==> config.mk <==
export PLATFORM = sky130hd
export DESIGN_NAME = sem_queue
export DESIGN_NICKNAME = d
export VERILOG_FILES = /design/src/design/sem_pkg.sv /design/src/design/sem_queue.sv
export SDC_FILE = /design/constraint.sdc
export NUM_CORES = 1
export LEC_CHECK = 0
export ABC_CLOCK_PERIOD_IN_PS = 4800
export BUFFER_PORTS_ARGS = -buffer_cell sky130_fd_sc_hd__buf_2
export CELL_PAD_IN_SITES_DETAIL_PLACEMENT = 1
export CELL_PAD_IN_SITES_GLOBAL_PLACEMENT = 1
export CORE_MARGIN = 2
export CORE_UTILIZATION = 40
export DETAILED_ROUTE_END_ITERATION = 10
export GPL_TIMING_DRIVEN = 0
export PLACE_DENSITY = 0.78
export SETUP_SLACK_MARGIN = 0.02
export SYNTH_ARGS = -nofsm -noshare
export SYNTH_HDL_FRONTEND = slang
export SYNTH_SLANG_ARGS = --single-unit
==> constraint.sdc <==
create_clock -name clk -period 4.8 [get_ports clk]
set_input_delay 0.96 -clock clk [delete_from_list [all_inputs] [get_ports clk]]
set_output_delay 0.96 -clock clk [all_outputs]
set_load 0.01 [all_outputs]
==> src/design/sem_pkg.sv <==
package sem_pkg;
  localparam int MaxWidth = 1024;
  localparam int MaxHeight = 4096;
  localparam int ColW = 10;
  localparam int RowW = 12;
  localparam int WidthRegW = 11;
  localparam int HeightRegW = 13;
  localparam int CfgW = 13;
  localparam logic [0:0] RegImageWidth = 1'b0;
  localparam logic [0:0] RegImageHeight = 1'b1;

  // window handed from front to back
  typedef struct packed {
    logic [7:0] t0, m0, b0;   // column c-2
    logic [7:0] t1, m1, b1;   // column c-1
    logic [7:0] t2, m2, b2;   // column c
    logic       last;
  } win_t;

  typedef struct packed {
    logic [7:0] x_gradient;
    logic [7:0] y_gradient;
    logic [7:0] magnitude;
    logic       last_of_frame;
  } res_t;
endpackage

==> src/design/sem_queue.sv <==
module sem_queue import sem_pkg::*; (
  input  logic clk,
  input  logic rst,
  input  logic in_valid,
  output logic in_ready,
  input  win_t in_data,
  output logic out_valid,
  input  logic out_ready,
  output win_t out_data
);
  win_t q [2];
  logic [1:0] cnt;
  logic       rp, wp;
  logic       push, pop;
  assign in_ready  = (cnt != 2'd2);
  assign out_valid = (cnt != 2'd0);
  assign out_data  = q[rp];
  assign push = in_valid && in_ready;
  assign pop  = out_valid && out_ready;
  always_ff @(posedge clk) begin
    if (push) q[wp] <= in_data;
    if (rst) begin
      cnt <= '0; rp <= 1'b0; wp <= 1'b0;
    end else begin
      if (push) wp <= ~wp;
      if (pop) rp <= ~rp;
      cnt <= cnt + {1'b0, push} - {1'b0, pop};
    end
  end
endmodule

# --- Word-level counts from Yosys, hierarchy flattened ---
# Memory sizes are Yosys's and may differ from the RTL's. A register that Yosys moved wholly into a read port is not among the register bits.
# Index checks and enable logic that the tools add are counted.
word_totals:
  inputBits: 77
  mem_count: 1
  reg_bits: 4
  mem_bits_rw: 146
classes:
  reduce_logical: 3
  bitwise_logic: 2
  add_sub_neg: 2
  mux: 4
  n_eq_ne: 1
memory_table:
  columns: ["name", "depth", "width", "rd", "rd_clocked_by_memory_dff", "wr", "line", "source"]
  rows:
  - ["q", 2, 73, 1, 1, 1, "sem_queue.sv:11", "win_t q [2];"]
ops:
  columns: ["cell", "count"]
  rows:
  - ["$mux W1", 4]
  - ["$add A2 B1 Y2", 1]
  - ["$logic_and A1 B1 Y1", 2]
  - ["$ne A2 B2 Y1 const B", 1]
  - ["$not A1 Y1", 2]
  - ["$reduce_bool A2 Y1", 1]
  - ["$sub A2 B1 Y2", 1]

# --- Logic depth before layout (Yosys ltp) ---
depth:
  depth_word: 4
  ltp_mapped: 8
  mapped_depth_nobuf: 8

# --- Worst setup path after synthesis ---
# OpenSTA, ideal clock, no wires.
synth_path:
  path_type: "input to register"
  from: "input in_valid"
  to: "memory q[0][0] (netlist name) (enable)"
  stages: 2
  arrival_ps: 4091
  setup_slack_ps: 204
  setup_time_ps: 504
  path_cell_list: "nand2_1 -> nor2_1"
synth_between:
  elab_chain_cells: 3
synth_rtl:
  columns: ["item", "line", "source"]
  rows:
  - ["start: declaration", "sem_queue.sv:4", "input logic in_valid,"]
  - ["$logic_and A1 B1 Y1", "sem_queue.sv:18", "assign push = in_valid && in_ready;"]
  - ["$mux W1", "sem_queue.sv:21", "if (push) q[wp] <= in_data;"]
  - ["$mux W1 (not written as such)", "sem_queue.sv:21", null]
  - ["end: declaration", "sem_queue.sv:11", null]
# Every way passes these cells.

==> impl_metrics.ini <==
[setup_path]
cp_data_arrival_time_ns = 1.60
critical_path_required_ns = 3.84
worstSetupEndpointType = output port
crit_path_start_kind = flop
worst-setup-path-type = flop to output port
crit_path_max_fanout = 10

[drt]
viasPerCell = 4.646
detail_route.drc_violations = 0
route.detailed.wl_per_inst_microns = 17.75
drtIter0Drc = 124
drt_first_pass_iters = 5
routed_wirelength_microns = 11020
dr_total_vias = 2885
drtAntennaViolNets = 0

[placed_design]
dpl.hpwl_microns = 7629
port-buffer-count = 151
finalWeightedCongestion = 0.6894
placedCellCount = 589
place_area_sq_mm = 0.006909

[floorplanning]
die_height_microns = 124.9
initial_utilization = 0.4056
die_x_microns = 124.9
core_area_sq_mm = 0.01442
io-pin-count = 152
dieArea_sq_mm = 0.01561
num_rows = 44

[synth]
synth.area.top_cells = sky130_fd_sc_hd__edfxtp_1 75%, sky130_fd_sc_hd__mux2_4 18%, sky130_fd_sc_hd__buf_12 2.4%, sky130_fd_sc_hd__dfxtp_1 1.7%, sky130_fd_sc_hd__mux2_2 0.77%
synth_seq_cells = 151
yosysTopAreaCell = sky130_fd_sc_hd__edfxtp_1
synth_net_count = 330
synth_edf_count = 146
ys_types = 17
synth.avg_cell_area_sq_um = 23.31
netlist.area_leader.share = 0.7494
postSynth.asyncResetShare = 0
yosys.cell_count.top_type = sky130_fd_sc_hd__edfxtp_1
ys_warn_count = 0
synth.cell_area_sq_mm = 0.005851
synthCells = 251
synth-main-ff-cell = sky130_fd_sc_hd__edfxtp_1
synth_commonest_cells = 146 x sky130_fd_sc_hd__edfxtp_1, 70 x sky130_fd_sc_hd__mux2_4, 7 x sky130_fd_sc_hd__buf_12
ys_seq_area_frac = 0.7665

[job]
max_cap_viol_count = 0

[min_path]
hp-class = flop to flop

[global_routing]
number_of_global_route_vias_before_repair = 3284
overflow = 0
antenna_found_initial = 0
pin_count_of_the_biggest_net_entering_global_routing = 39
grt_pass1_wl_microns = 17420
groute.usage.overall = 0.1464

[clocking]
cts_buffers = 17
cts_num_sinks = 151
clkSlewWorstSetupHoldPaths_ns = 0.06
longest_clk_path_bufs = 2
clock_tree.htree_level_count = 4
cts_resized = 0
clockRootBuffer = sky130_fd_sc_hd__clkbuf_16
post_cts.repair.setup_buffers = 0
number_of_buffers_added_to_fix_hold_violations_after_cts = 0
clock_latency_ns = 0.41
tritoncts = done

[cells_and_area]
final_util = 0.5234
layout_area_growth_over_synthesis_pct = 29.04
post_route_cell_area_sq_mm = 0.007550
final_cells = 621
antenna-diode-count = 0
post_layout_nets = 503
nFillCells = 1357
drive_above_1_share = 0.6041

[sta]
hold_viol = 0
final.setup_skew_ns = 0.007271
timing_max_transition_violations_final = 0
totalNegativeSetupSlack_ns = 0
setup_repair_after_global_routing_missed_its_margin = no
maxClockFrequency_mhz = 390.7
timing.final.crit_share = 0.5333
worst_slew_pin_slew_ns = 0.6966
maxSlewHeadroom = 0.5345
layout_min_cycle_time_ns = 2.560
setup_viol_count_final = 0

[power_and_ir_drop]
power_density_mw_per_mm2 = 561.0
leakagePower_uw = 0.002981
ir_drop_v = 0.0003508

[outcome]
outcome = finished, final reports clean
## path summary, 6_finish.rpt
path,from,end,slack [ns],cells past startpoint
worst min register to register,rp,rp,0.56,2
worst max register to register,cnt[0],q[0][59],2.89,4
worst min-delay path,rp,rp,0.56,2
worst max-delay path,flop,out_data[26],2.24,4
## through the flow
| stage | hold slack [ns] | total power, uW | setup WS [ns] |
|---|---|---|---|
| 2_1_floorplan | 0.4810 | 2474 | 0.2045 |
| 3_3_place_gp | 0.4938 | 2796 | -1.543 |
| 3_5_place_dp | 0.5660 | 2841 | 2.383 |
| 4_1_cts | 0.5761 | 4295 | 2.200 |
| 5_1_grt | 0.6205 | 4408 | 2.175 |
| 6_report | 0.5567 | 4235 | 2.240 |
## final cells by class
type	instances	area [sq um]	share of cell area
sequential	151	4484	0.5940
multi-input combinational	91	1224	0.1621
buffer	8	151.4	0.02005
clock inverter	13	207.7	0.02751
clock buffer	19	432.9	0.05734
inverter	1	3.754	0.0004972
tap	184	230.2	0.03049
timing repair buffer	154	815.8	0.1081
## cell usage in the layout (no fill, tap or decap)
cell type and n:
sky130_fd_sc_hd__and3_4 1, sky130_fd_sc_hd__buf_12 10, sky130_fd_sc_hd__buf_2 151, sky130_fd_sc_hd__buf_6 1, sky130_fd_sc_hd__bufinv_16 6, sky130_fd_sc_hd__clkbuf_1 2
sky130_fd_sc_hd__clkbuf_16 17, sky130_fd_sc_hd__clkinv_1 6, sky130_fd_sc_hd__clkinv_2 1, sky130_fd_sc_hd__dfxtp_1 5, sky130_fd_sc_hd__edfxtp_1 146, sky130_fd_sc_hd__ha_1 2
sky130_fd_sc_hd__inv_1 1, sky130_fd_sc_hd__mux2_2 4, sky130_fd_sc_hd__mux2_4 70, sky130_fd_sc_hd__nand2_1 1, sky130_fd_sc_hd__nand2b_2 1, sky130_fd_sc_hd__nor2_1 4
sky130_fd_sc_hd__nor2_4 1, sky130_fd_sc_hd__nor2b_1 2, sky130_fd_sc_hd__o21a_1 1, sky130_fd_sc_hd__or2_2 1, sky130_fd_sc_hd__xnor2_1 2, sky130_fd_sc_hd__xor2_1 1
## cells by family after synthesis
group | count (synthesis) | synth area share
simple gates | 11 | 0.009625
mux | 74 | 0.1873
xor+xnor | 3 | 0.004492
buf+inv | 9 | 0.02652
flops | 151 | 0.7665
compound gates | 1 | 0.001284
fa+ha+maj | 2 | 0.004276
## flip-flops by register name, indices dropped and copies added (netlist names), named ones only
register and cells:
q 146, wp 1, cnt 2, rp 1
## worst max-delay path, stage by stage (launching register included)
cell	delay [ns]
sky130_fd_sc_hd__dfxtp_1	0.32
sky130_fd_sc_hd__buf_6	0.23
sky130_fd_sc_hd__buf_12	0.18
sky130_fd_sc_hd__mux2_4	0.31
sky130_fd_sc_hd__buf_2	0.14
## report_power, final
group          internal [uW]  total (uW)  switching [uW]
clock                    963        1440             481
combinational            576        1080             504
sequential              1660        1710            55.0
## metal layers
layer | GRT usage | share of wire
met1 | 0.1676 | 0.39
met2 | 0.2494 | 0.52
met3 | 0.05006 | 0.065
met4 | 0.06667 | 0.022
met5 | 0 | 0
Power figures use the tool's default switching activity.
