==> config.mk <==
export PLATFORM = sky130hd
export DESIGN_NAME = sem_back
export DESIGN_NICKNAME = d
export VERILOG_FILES = /design/src/design/sem_pkg.sv /design/src/design/sem_back.sv
export SDC_FILE = /design/constraint.sdc
export NUM_CORES = 1
export LEC_CHECK = 0
export ABC_AREA = 1
export BUFFER_PORTS_ARGS = -buffer_cell sky130_fd_sc_hd__buf_2
export CAP_MARGIN = 30
export CORE_UTILIZATION = 40
export DETAILED_ROUTE_END_ITERATION = 6
export GPL_TIMING_DRIVEN = 0
export SLEW_MARGIN = 20
export SYNTH_ARGS = -nofsm -noshare
export SYNTH_HDL_FRONTEND = slang
export SYNTH_SLANG_ARGS = --single-unit
export TNS_END_PERCENT = 100
==> constraint.sdc <==
create_clock -name clk -period 6.7 [get_ports clk]
set_clock_uncertainty 0.2 [all_clocks]
set_input_delay 1.005 -clock clk [delete_from_list [all_inputs] [get_ports clk]]
set_output_delay 1.005 -clock clk [all_outputs]
set_load 0.02 [all_outputs]
==> src/design/sem_pkg.sv <==
package sem_pkg;
  localparam int MaxWidth = 1024;
  localparam int MaxHeight = 4096;
  localparam int ColW = 10;
  localparam int RowW = 12;
  localparam int WidthRegW = 11;
  localparam int HeightRegW = 13;
  localparam int CfgW = 13;
  localparam logic [0:0] RegImageWidth = 1'b0;
  localparam logic [0:0] RegImageHeight = 1'b1;

  // window handed from front to back
  typedef struct packed {
    logic [7:0] t0, m0, b0;   // column c-2
    logic [7:0] t1, m1, b1;   // column c-1
    logic [7:0] t2, m2, b2;   // column c
    logic       last;
  } win_t;

  typedef struct packed {
    logic [7:0] x_gradient;
    logic [7:0] y_gradient;
    logic [7:0] magnitude;
    logic       last_of_frame;
  } res_t;
endpackage

==> src/design/sem_back.sv <==
module sem_back import sem_pkg::*; (
  input  logic clk,
  input  logic rst,
  input  logic win_valid,
  output logic win_ready,
  input  win_t win,
  output logic res_valid,
  input  logic res_ready,
  output res_t res
);
  // stage 1: gradients; 2: squares; 8-step root 1 bit/cycle, last waits
  typedef enum logic [2:0] {B_IDLE = 3'b001, B_SQ = 3'b010, B_ROOT = 3'b100} st_t;
  st_t state;
  logic [9:0]  ax, ay;
  logic [15:0] rem;
  logic [7:0]  root;
  logic [2:0]  step;
  logic        last;
  logic        out_full;
  logic        fire;
  logic signed [11:0] gx, gy;

  always_comb begin
    gx = 12'(signed'({4'b0, win.t2})) - 12'(signed'({4'b0, win.t0}))
       + 12'(signed'({3'b0, win.m2, 1'b0})) - 12'(signed'({3'b0, win.m0, 1'b0}))
       + 12'(signed'({4'b0, win.b2})) - 12'(signed'({4'b0, win.b0}));
    gy = 12'(signed'({4'b0, win.b0})) - 12'(signed'({4'b0, win.t0}))
       + 12'(signed'({3'b0, win.b1, 1'b0})) - 12'(signed'({3'b0, win.t1, 1'b0}))
       + 12'(signed'({4'b0, win.b2})) - 12'(signed'({4'b0, win.t2}));
  end

  assign win_ready = (state == B_IDLE);
  assign res_valid = out_full;
  // last root step may complete once the output register is free
  assign fire = (state == B_ROOT) && (step == 3'd0) && (!out_full || res_ready);

  logic [15:0] trial;
  logic [7:0]  cand;
  always_comb begin
    cand  = root | (8'd1 << step);
    trial = 16'(cand) * 16'(cand);
  end

  always_ff @(posedge clk) begin
    if (rst) begin
      state <= B_IDLE;
      out_full <= 1'b0;
    end else begin
      if (fire) out_full <= 1'b1;
      else if (res_ready) out_full <= 1'b0;
      case (state)
        B_IDLE: begin
          if (win_valid) begin
            ax <= gx[11] ? 10'(-gx) : gx[9:0];
            ay <= gy[11] ? 10'(-gy) : gy[9:0];
            last <= win.last;
            state <= B_SQ;
          end
        end
        B_SQ: begin
          rem  <= 16'(({11'b0, ax} * {11'b0, ax} + {11'b0, ay} * {11'b0, ay}) >> 5);
          root <= '0;
          step <= 3'd7;
          state <= B_ROOT;
        end
        B_ROOT: begin
          if (step != 3'd0 || fire) begin
            logic [7:0] nr;
            nr = (trial <= rem) ? cand : root;
            root <= nr;
            if (step == 3'd0) begin
              res.x_gradient <= ax[9:2];
              res.y_gradient <= ay[9:2];
              res.magnitude <= nr;
              res.last_of_frame <= last;
              state <= B_IDLE;
            end else step <= step - 1'b1;
          end
        end
        default: state <= B_IDLE;
      endcase
    end
  end
endmodule

After elaboration in Yosys (flattened, before gate mapping). Index checks and enable logic that the tools add are counted.

Output and inout port bits: 27. Logic and storage cells: 69. Register bits: 77.

Multipliers: 3. Equality and inequality tests: 7. Bitwise logic cells: 2. Magnitude comparators: 1. Shift-type cells: 1. Multiplexer cells: 14. Reductions and logical operators: 15. Add/sub/neg operators: 14.

Operators by type and width (number): 10-bit by 10-bit multiplier with 20-bit output (2); 12-bit by 9-bit adder with 12-bit output (2); 11-bit by 10-bit subtractor with 12-bit output (2); 12-bit by 9-bit subtractor with 12-bit output (2); 9-bit by 10-bit adder with 11-bit output (2); 20-bit by 20-bit adder with 21-bit output (1); 10-bit two-way mux (2); 10-bit negator (2); 8-bit by 8-bit subtractor with 9-bit output (2); 16-bit less-or-equal comparator (1); 8-bit by 8-bit multiplier with 16-bit output (1); 8-bit two-way mux (2); 8-bit one-hot mux with 2 select lines (1); 3-bit two-way mux (5); 3-bit one-hot mux with 3 select lines (1); 3-bit AND reduction (3); 8-bit bitwise OR (1); 4-bit AND reduction (2); 1-bit by 3-bit << shifter with 8-bit output (first input constant) (1); 3-bit one-hot mux with 2 select lines (1); 2-bit by 1-bit != test with 1-bit output (second input constant) (2); 2-bit != test (second input constant) (2); 2-bit nonzero test (2); 3-bit by 1-bit equality test with 1-bit output (second input constant) (1); 11 further kinds (14).

Depth between registers and ports, before layout. Gate-level depths: netlist of run 1.

Word-level depth: 7. Depth in mapped cells: 31.

Worst setup path after synthesis of run 1. No wires, ideal clock.

Path kind: register to register. Start: register ax[5]. End: register rem[13] (data pin). Arrival: 5.414 ns. Stages on the path, launching flop included: 24. Path slack: 0.834 ns. Library setup time: 0.252 ns. Cells stage by stage: edfxtp_1 -> clkbuf_1 -> nand2_1 -> inv_1 -> fa_1 -> inv_1 -> fa_1 -> inv_1 -> fa_1 -> fa_1 -> inv_1 -> fa_1 -> fa_1 -> inv_1 -> fa_1 -> ha_1 -> a21oi_1 -> o21ai_0 -> a21oi_1 -> nand2_1 -> nand2_1 -> nand2_1 -> nand2_1 -> nand2_1.

Word-level cells in the longest chain between the ends: 2.

Ends and longest elaborated chain: start: declaration (line sem_back.sv:14) `logic [9:0] ax, ay;`; start signal: assignment (line sem_back.sv:54) `ax <= gx[11] ? 10'(-gx) : gx[9:0];`; 10-bit by 10-bit multiplier with 20-bit output (line sem_back.sv:61) `rem <= 16'(({11'b0, ax} * {11'b0, ax} + {11'b0, ay} * {11'b0, ay}) >> 5);`; 20-bit by 20-bit adder with 21-bit output (line sem_back.sv:61); end signal: assignment (line sem_back.sv:61); end: declaration (line sem_back.sv:15) `logic [15:0] rem;`.

Every way passes these cells. A chain may end at the register's enable or synchronous reset.

Worst setup path after layout of run 1.
Start: register ay[6]. End: register rem[12] (data pin).

Word-level cells in the longest chain between the ends: 2.

Ends and longest elaborated chain: start: declaration (line sem_back.sv:14); start signal: assignment (line sem_back.sv:55) `ay <= gy[11] ? 10'(-gy) : gy[9:0];`; 10-bit by 10-bit multiplier with 20-bit output (line sem_back.sv:61); 20-bit by 20-bit adder with 21-bit output (line sem_back.sv:61).

Every way passes these cells.

==> summary.md, run 1 <==
| Metric | Value |
|---|---|
| Status | `finished clean` |
| Cell taking the most area after synthesis | `fa_1` |
| Vias per Instance | `4.645` |
| TritonCTS clock tree | `yes` |
| CP Cell Sequence | `clkbuf_1, nand2_1, fa_1, inv_1, ha_1, a21oi_1, fa_1, fa_1, fa_1, fa_1, inv_1, fa_1, ha_1, a21oi_1, o21bai_1, a211oi_1, nand2_1, nand2_1, nand2_1` |
| DP Wirelength | `26.34 mm` |
| ANT cells | `0` |
| TritonCTS buffer count | `9` |
| CP Capture Type | `flop` |
| Top-area cell type share of the netlist area | `28.63%` |
| Die height | `189.9 um` |
| DRC Markers | `0` |
| Final Hold Fails | `0` |
| CP Launch Type | `flop` |
| Most frequent cells in the layout | `491 x inv_1, 360 x nand2_1, 202 x fa_1, 186 x ha_1, 96 x buf_2` |
| Final critical-path required period | `6.394 ns` |
| Hold_buf cts | `0` |
| DR WL/cell | `13.09 um` |
| CP max stage delay | `0.61 ns` |
| EDFF count, synth | `73` |
| CP arrival | `6.30 ns` |
| First DRT Iteration DRCs | `420` |
| Maximum clock frequency | `0.1564 GHz` |
| Starting density of the core | `40.78%` |
| Antenna viol nets, final | `0` |
| Most used cell, CP | `fa_1` |
| Ys async rst share | `0%` |
| Root Driver | `clkbuf_16` |
| Critical path's top delay family | `adder cells` |
| Vias in the first global route | `11200` |
| Nets@finish | `2291` |
| Largest net degree at the start of global routing | `17` |
| Crit path buffers/inverters | `3` |
| Die width | `189.9 um` |
| First-pass GRT wire length | `52.66 mm` |
| Synthesized Nets | `2177` |
| Mapped cell area | `0.01412 sq mm` |
| Hold_ws | `0.2230 ns` |
| GPL Wtd Cong | `0.8883` |
| Worst Path Required | `6.61 ns` |
| Initial antenna violation count | `0` |
| Most common cell after layout, fill and taps aside | `inv_1` |
| Core Region | `0.03463 sq mm` |
| Max Root-Sink Buffers | `2` |
| Critical path peak fanout | `10` |
| Clk_lat worst skew | `0.35 ns` |
| Post-synthesis sequential area ratio | `16.09%` |
| Layout cells sized above 1 | `10.16%` |
| CP Class | `reg2reg` |
| H-tree depth | `3` |
| Synth Area per Inst | `8.254 sq um` |
| Clock transition at path regs | `0.06 ns` |
| Top post-synthesis cells by area | `fa_1 29%, ha_1 17%, edfxtp_1 16%` |
| Ports | `104` |
| Drt total wl | `29.92 mm` |
| Post-Layout Inst Area | `0.01564 sq mm` |
| Slew @ Worst Pin | `0.8762 ns` |
| Syn Inst Count | `1711` |
| Most frequently used flop master after synthesis | `edfxtp_1` |
| Yosys cell types | `41` |
| Cell Rows | `68` |
| Setup violators final | `0` |
| Area grow syn2layout | `10.75%` |
| CTS sink count | `77` |
| Yosys reg bits | `77` |
| Vias | `10610` |
| Slew Limit Fails | `0` |
| Hold Crit Class | `reg2reg` |
| Global route overflow | `0` |
| PortBufs | `95` |
| Fin crit share | `95.43%` |
| Relative slew slack | `41.59%` |
| DRT Pass-1 Iters | `5` |
| Slowest cell on the critical path | `fa_1` |
| Max_cap viols | `0` |
| Die ar. | `0.03606 sq mm` |
| Yosys warning count | `0` |
| Fillers | `3371` |
| GRT Overall Usage | `18.22%` |
| Post-DP Area | `0.01521 sq mm` |
-- worst register-to-register path: cells and delay by family, from the launching register on --
kind,cells,cell delay (ns)
adders and majority gates,8,3.68
AOI/OAI and AO/OA,4,0.95
buffers and inverters,3,0.56
and+or+nand+nor,4,0.41
DFF,1,0.37
-- sequential cells by signal, indices dropped and copies added, names as in the netlist --
| name | cells |
|---|---|
| ay | 10 |
| last | 1 |
| root | 8 |
| ax | 10 |
| step | 3 |
| res_valid | 1 |
| rem | 16 |
| res | 25 |
| state | 3 |
-- layer usage --
| metal | track usage (%) | routed length [um] | up-vias | share of wire, % |
|---|---|---|---|---|
| li1 | - | - | 5353 | - |
| met1 | 23.58 | 13740 | 5051 | 46 |
| met2 | 31.88 | 14600 | 178 | 49 |
| met3 | 2.251 | 963 | 32 | 3.2 |
| met4 | 5.025 | 614 | 0 | 2.1 |
| met5 | 0 | 0 | - | 0 |
-- metrics by stage --
step / utilization, % / worst slack (ns) / std cells / setup TNS [ns]
floorplan: - / 0.8341 / 1711 / 0
global route: 45.17 / -0.001049 / 2285 / -0.001049
global placement: 43.80 / 0.04656 / 2261 / 0
detailed placement: 43.93 / 0.01254 / 2265 / 0
CTS: 44.80 / 0.003861 / 2281 / 0
finish: 45.17 / 0.3059 / 2285 / 0
-- cells in the mapped netlist, types with 2 or more instances --
| cell | n |
|---|---|
| a211oi_1 | 3 |
| a21oi_1 | 56 |
| a31oi_1 | 4 |
| buf_4 | 2 |
| clkbuf_1 | 20 |
| clkinv_1 | 3 |
| dfxtp_1 | 4 |
| edfxtp_1 | 73 |
| fa_1 | 202 |
| ha_1 | 187 |
| inv_1 | 494 |
| inv_2 | 5 |
| nand2_1 | 361 |
| nand2_2 | 11 |
| nand2_4 | 2 |
| nand3_1 | 59 |
| nand3_2 | 3 |
| nand3b_1 | 4 |
| nand4_1 | 12 |
| nor2_1 | 77 |
| nor3_1 | 10 |
| nor3_2 | 3 |
| o21a_1 | 4 |
| o21ai_0 | 22 |
| o21ai_1 | 6 |
| o21ai_2 | 6 |
| o21bai_1 | 5 |
| o311ai_0 | 2 |
| xnor2_1 | 30 |
| xor2_1 | 30 |
-- cells by family (layout without fill, tap and decap cells) --
family / count (synthesis) / after routing / synth area share (%)
fa+ha+maj: 389 / 389 / 45.20
compound gates: 113 / 113 / 4.616
flops: 77 / 77 / 16.09
simple gates: 545 / 545 / 16.13
buf+inv: 527 / 646 / 14.24
xor+xnor: 60 / 60 / 3.721
-- layout make-up --
cell class                 count  area (sq um)  share of cell area [%]
buffer                        24         136.4                  0.8720
clock buffer                  10         229.0                   1.464
clock inverter                 6         70.07                  0.4480
inverter                     502          1884                   12.05
multi-input combinational   1107          9932                   63.50
sequential                    77          2272                   14.53
tap                          455         569.3                   3.640
timing repair buffer         104         546.8                   3.496
-- worst paths after layout --
path	cells past startpoint	end	slack [ns]	start
worst max register to register	19	rem[12]	0.31	ay[6]
worst min register to register	0	res[0]	0.22	last
worst min-delay path	0	res[0]	0.22	last
worst max-delay path	19	rem[12]	0.31	ay[6]
-- timing repair --
item | CTS | global route
gates resized for setup | 1 | 40
pin swaps | 0 | 1
cloned | 0 | 0
endpoints found under the setup margin | 1 | 25
setup buffers | 0 | 5
Power of run 1 is left out: the tool's default activity adds up to more than one toggle a clock period on the data nets, which glitch-free logic cannot reach.
==> run 2: changes to the inputs <==
--- a/config.mk
+++ b/config.mk
@@ -5,7 +5,6 @@
 export SDC_FILE = /design/constraint.sdc
 export NUM_CORES = 1
 export LEC_CHECK = 0
-export ABC_AREA = 1
 export BUFFER_PORTS_ARGS = -buffer_cell sky130_fd_sc_hd__buf_2
 export CAP_MARGIN = 30
 export CORE_UTILIZATION = 40
==> run 2 against run 1 <==
Against the previous run: sequential cell count is the same; register-to-register slack lost 0.13 ns; first-iteration DRC count shrank 37%; worst setup slack lost 0.13 ns; sequential share of layout area grew 0.27 points; wire length shrank 7.4%; global-route usage shrank 0.68 points; highest routed layer unchanged; cell count shrank 15%; synthesized cell count shrank 21%.
==> summary.md, run 2 <==
| Metric | Value |
|---|---|
| CP Capture Type | `flop (unchanged)` |
| CP Class | `reg2reg (unchanged)` |
| CP arrival | `6.42 ns (was 6.30 ns)` |
| Cell Rows | `66 (was 68)` |
| Vias | `9240 (was 10610)` |
| Fin crit share | `97.39% (was 95.43%)` |
| TritonCTS clock tree | `yes (unchanged)` |
| Clock transition at path regs | `0.06 ns (about the same)` |
| CTS sink count | `77 (unchanged)` |
| First DRT Iteration DRCs | `264 (was 420)` |
| Most common cell in the netlist | `inv_1 (unchanged)` |
| Yosys cell types | `70 (was 41)` |
| Top-area cell type share of the netlist area | `30.27% (was 28.63%)` |
| Slew @ Worst Pin | `0.8244 ns (was 0.8762 ns)` |
| Yosys reg bits | `77 (unchanged)` |
| Hold Crit Class | `reg2reg (unchanged)` |
| Worst Path Required | `6.60 ns (was 6.61 ns)` |
| Unrepaired setup endpoints after global routing | `true` |
| Die width | `184.8 um (was 189.9 um)` |
| Most flop-heavy register | `res (unchanged)` |
| Max reg flops | `25 (unchanged)` |
| Die ar. | `0.03414 sq mm (was 0.03606 sq mm)` |
| CP Launch Type | `flop (unchanged)` |
| Synth top cells by count | `320 x inv_1, 202 x fa_1, 187 x ha_1 (was 494 x inv_1, 361 x nand2_1, 202 x fa_1)` |
| Vias in the first global route | `10000 (was 11200)` |
| Multi-input logic area | `0.01007 sq mm (was 0.009932 sq mm)` |
| Max_cap viols | `0 (unchanged)` |
| Fin Setup TNS | `0 ns (unchanged)` |
| GRT Overall Usage | `17.54% (was 18.22%)` |
| Most frequently used flop master after synthesis | `edfxtp_1 (unchanged)` |
| Nets@finish | `1968 (was 2291)` |
| DRC Markers | `0 (unchanged)` |
| Hold_ws | `0.2225 ns (was 0.2230 ns)` |
| Top Registers | `res: 25 flops, rem: 16 flops (unchanged)` |
| Initial antenna violation count | `0 (unchanged)` |
| Final Hold Fails | `0 (unchanged)` |
| Slowest cell on the critical path | `fa_2 (was fa_1)` |
| Synth Area per Inst | `9.846 sq um (was 8.254 sq um)` |
| Status | `finished clean (unchanged)` |
| Setup violators final | `0 (unchanged)` |
| Max Root-Sink Buffers | `2 (unchanged)` |
| Synthesized Nets | `1823 (was 2177)` |
| Mapped cell area | `0.01336 sq mm (was 0.01412 sq mm)` |
| Fillers | `3110 (was 3371)` |
| Ys async rst share | `0% (unchanged)` |
| ANT cells | `0 (unchanged)` |
| H-tree depth | `3 (unchanged)` |
| CP max stage delay | `0.60 ns (was 0.61 ns)` |
| DRT Pass-1 Iters | `4 (was 5)` |
| Clk_lat worst skew | `0.35 ns (about the same)` |
| Ports | `104 (unchanged)` |
| PortBufs | `94 (was 95)` |
| First-pass GRT wire length | `47.37 mm (was 52.66 mm)` |
| Largest net degree at the start of global routing | `15 (was 17)` |
| Post-synthesis sequential area ratio | `17.01% (was 16.09%)` |
| Root Driver | `clkbuf_16 (unchanged)` |
| Top post-synthesis cells by area | `fa_1 30%, ha_1 18%, edfxtp_1 16% (was fa_1 29%, ha_1 17%, edfxtp_1 16%)` |
| Antenna viol nets, final | `0 (unchanged)` |
| CP Cell Sequence | `and2_1, fa_2, inv_1, fa_1, inv_1, fa_1, fa_1, inv_1, fa_1, fa_1, inv_1, fa_2, ha_4, a2111oi_2, o21ai_1, o2bb2ai_4, a311oi_4, a21oi_2, nor2_2, xnor2_1 (was clkbuf_1, nand2_1, fa_1, inv_1, ha_1, a21oi_1, fa_1, fa_1, fa_1, fa_1, inv_1, fa_1, ha_1, a21oi_1, o21bai_1, a211oi_1, nand2_1, nand2_1, nand2_1)` |
| Hold_buf cts | `0 (unchanged)` |
| Most common cell after layout, fill and taps aside | `inv_1 (unchanged)` |
| Storage cell area | `0.002272 sq mm (unchanged)` |
| DR WL/cell | `14.21 um (was 13.09 um)` |
| Most frequent cells in the layout | `317 x inv_1, 199 x fa_1, 179 x ha_1, 94 x buf_2, 76 x nand2_1 (was 491 x inv_1, 360 x nand2_1, 202 x fa_1, 186 x ha_1, 96 x buf_2)` |
| Die height | `184.8 um (was 189.9 um)` |
| Critical path peak fanout | `5 (was 10)` |
| Worst Setup Slack, final | `0.1745 ns (was 0.3059 ns)` |
| GPL Wtd Cong | `0.8447 (was 0.8883)` |
| EDFF count, synth | `73 (unchanged)` |
| Vias per Instance | `4.741 (was 4.645)` |
| Syn Inst Count | `1357 (was 1711)` |
| Area grow syn2layout | `14.91% (was 10.75%)` |
| Most used cell, CP | `fa_1 (unchanged)` |
| Global route overflow | `0 (unchanged)` |
| Starting density of the core | `40.86% (was 40.78%)` |
| Final critical-path required period | `6.525 ns (was 6.394 ns)` |
| Drt total wl | `27.69 mm (was 29.92 mm)` |
| DP Wirelength | `23.52 mm (was 26.34 mm)` |
| Core Region | `0.03270 sq mm (was 0.03463 sq mm)` |
| Place WS | `-0.5475 ns (was 0.01254 ns)` |
| Yosys warning count | `0 (unchanged)` |
| Maximum clock frequency | `0.1532 GHz (was 0.1564 GHz)` |
| Layout cells sized above 1 | `15.86% (was 10.16%)` |
| Slew Limit Fails | `0 (unchanged)` |
| Cell taking the most area after synthesis | `fa_1 (unchanged)` |
| Relative slew slack | `44.74% (was 41.59%)` |
| TritonCTS buffer count | `9 (unchanged)` |
## run 2: final timing paths
check	startpoint	end	slack (ns)	depth (start not counted)
setup / recovery	ax[2]	rem[15]	0.17	20
hold / removal	last	res[0]	0.22	0
setup reg to reg	ax[2]	rem[15]	0.17	20
hold reg to reg	last	res[0]	0.22	0
## run 2: per-layer routing
layer  track usage [%]  wire, um
met2             31.98     13850
met1             21.68     12490
met3             2.312       814
met5                 0         0
met4             4.364       536
## run 2: cell families after synthesis
logic type	after synthesis	synth area share, %
adder cells (fa/ha/maj)	389	47.78
buffers and inverters	341	9.617
AND/OR/NAND/NOR	289	10.78
AO/OA/AOI/OAI	177	9.018
XOR/XNOR	77	5.244
flip-flops	77	17.01
multiplexers	7	0.5618
## run 2: repair_timing
action                                  in CTS  in global routing
gates cloned                                 0                  0
gates resized for setup                     36                 38
pin swaps                                    6                 37
buffers inserted                            21                 24
endpoints found under the setup margin      23                 23
## run 2: metrics by stage
step	cell area [sq um]	util [%]	instances
after floorplan	13360	-	1357
after CTS	15040	45.99	1927
final	15350	46.95	1949
after global routing	15350	46.95	1949
after detailed placement	14440	44.16	1897
after global placement	14390	43.99	1893
## run 2: worst max-delay path: cells and delay by family, from the launching register on
family / cells / cell delay (ns)
flops: 1 / 0.50
simple gates: 2 / 0.35
fa+ha+maj: 8 / 3.86
buf+inv: 4 / 0.23
xor+xnor: 1 / 0.07
compound gates: 5 / 1.06
## run 2: cell type report
class                   count  area share [%]
plain buffers              12          0.5216
clock buffers              10           1.491
clock inverters             6          0.6112
inverters                 320           7.823
multi-input cells         939           65.62
flip-flops and latches     77           14.80
well taps                 442           3.602
repair buffers            143           5.533
Power of run 2 is left out for the same reason.
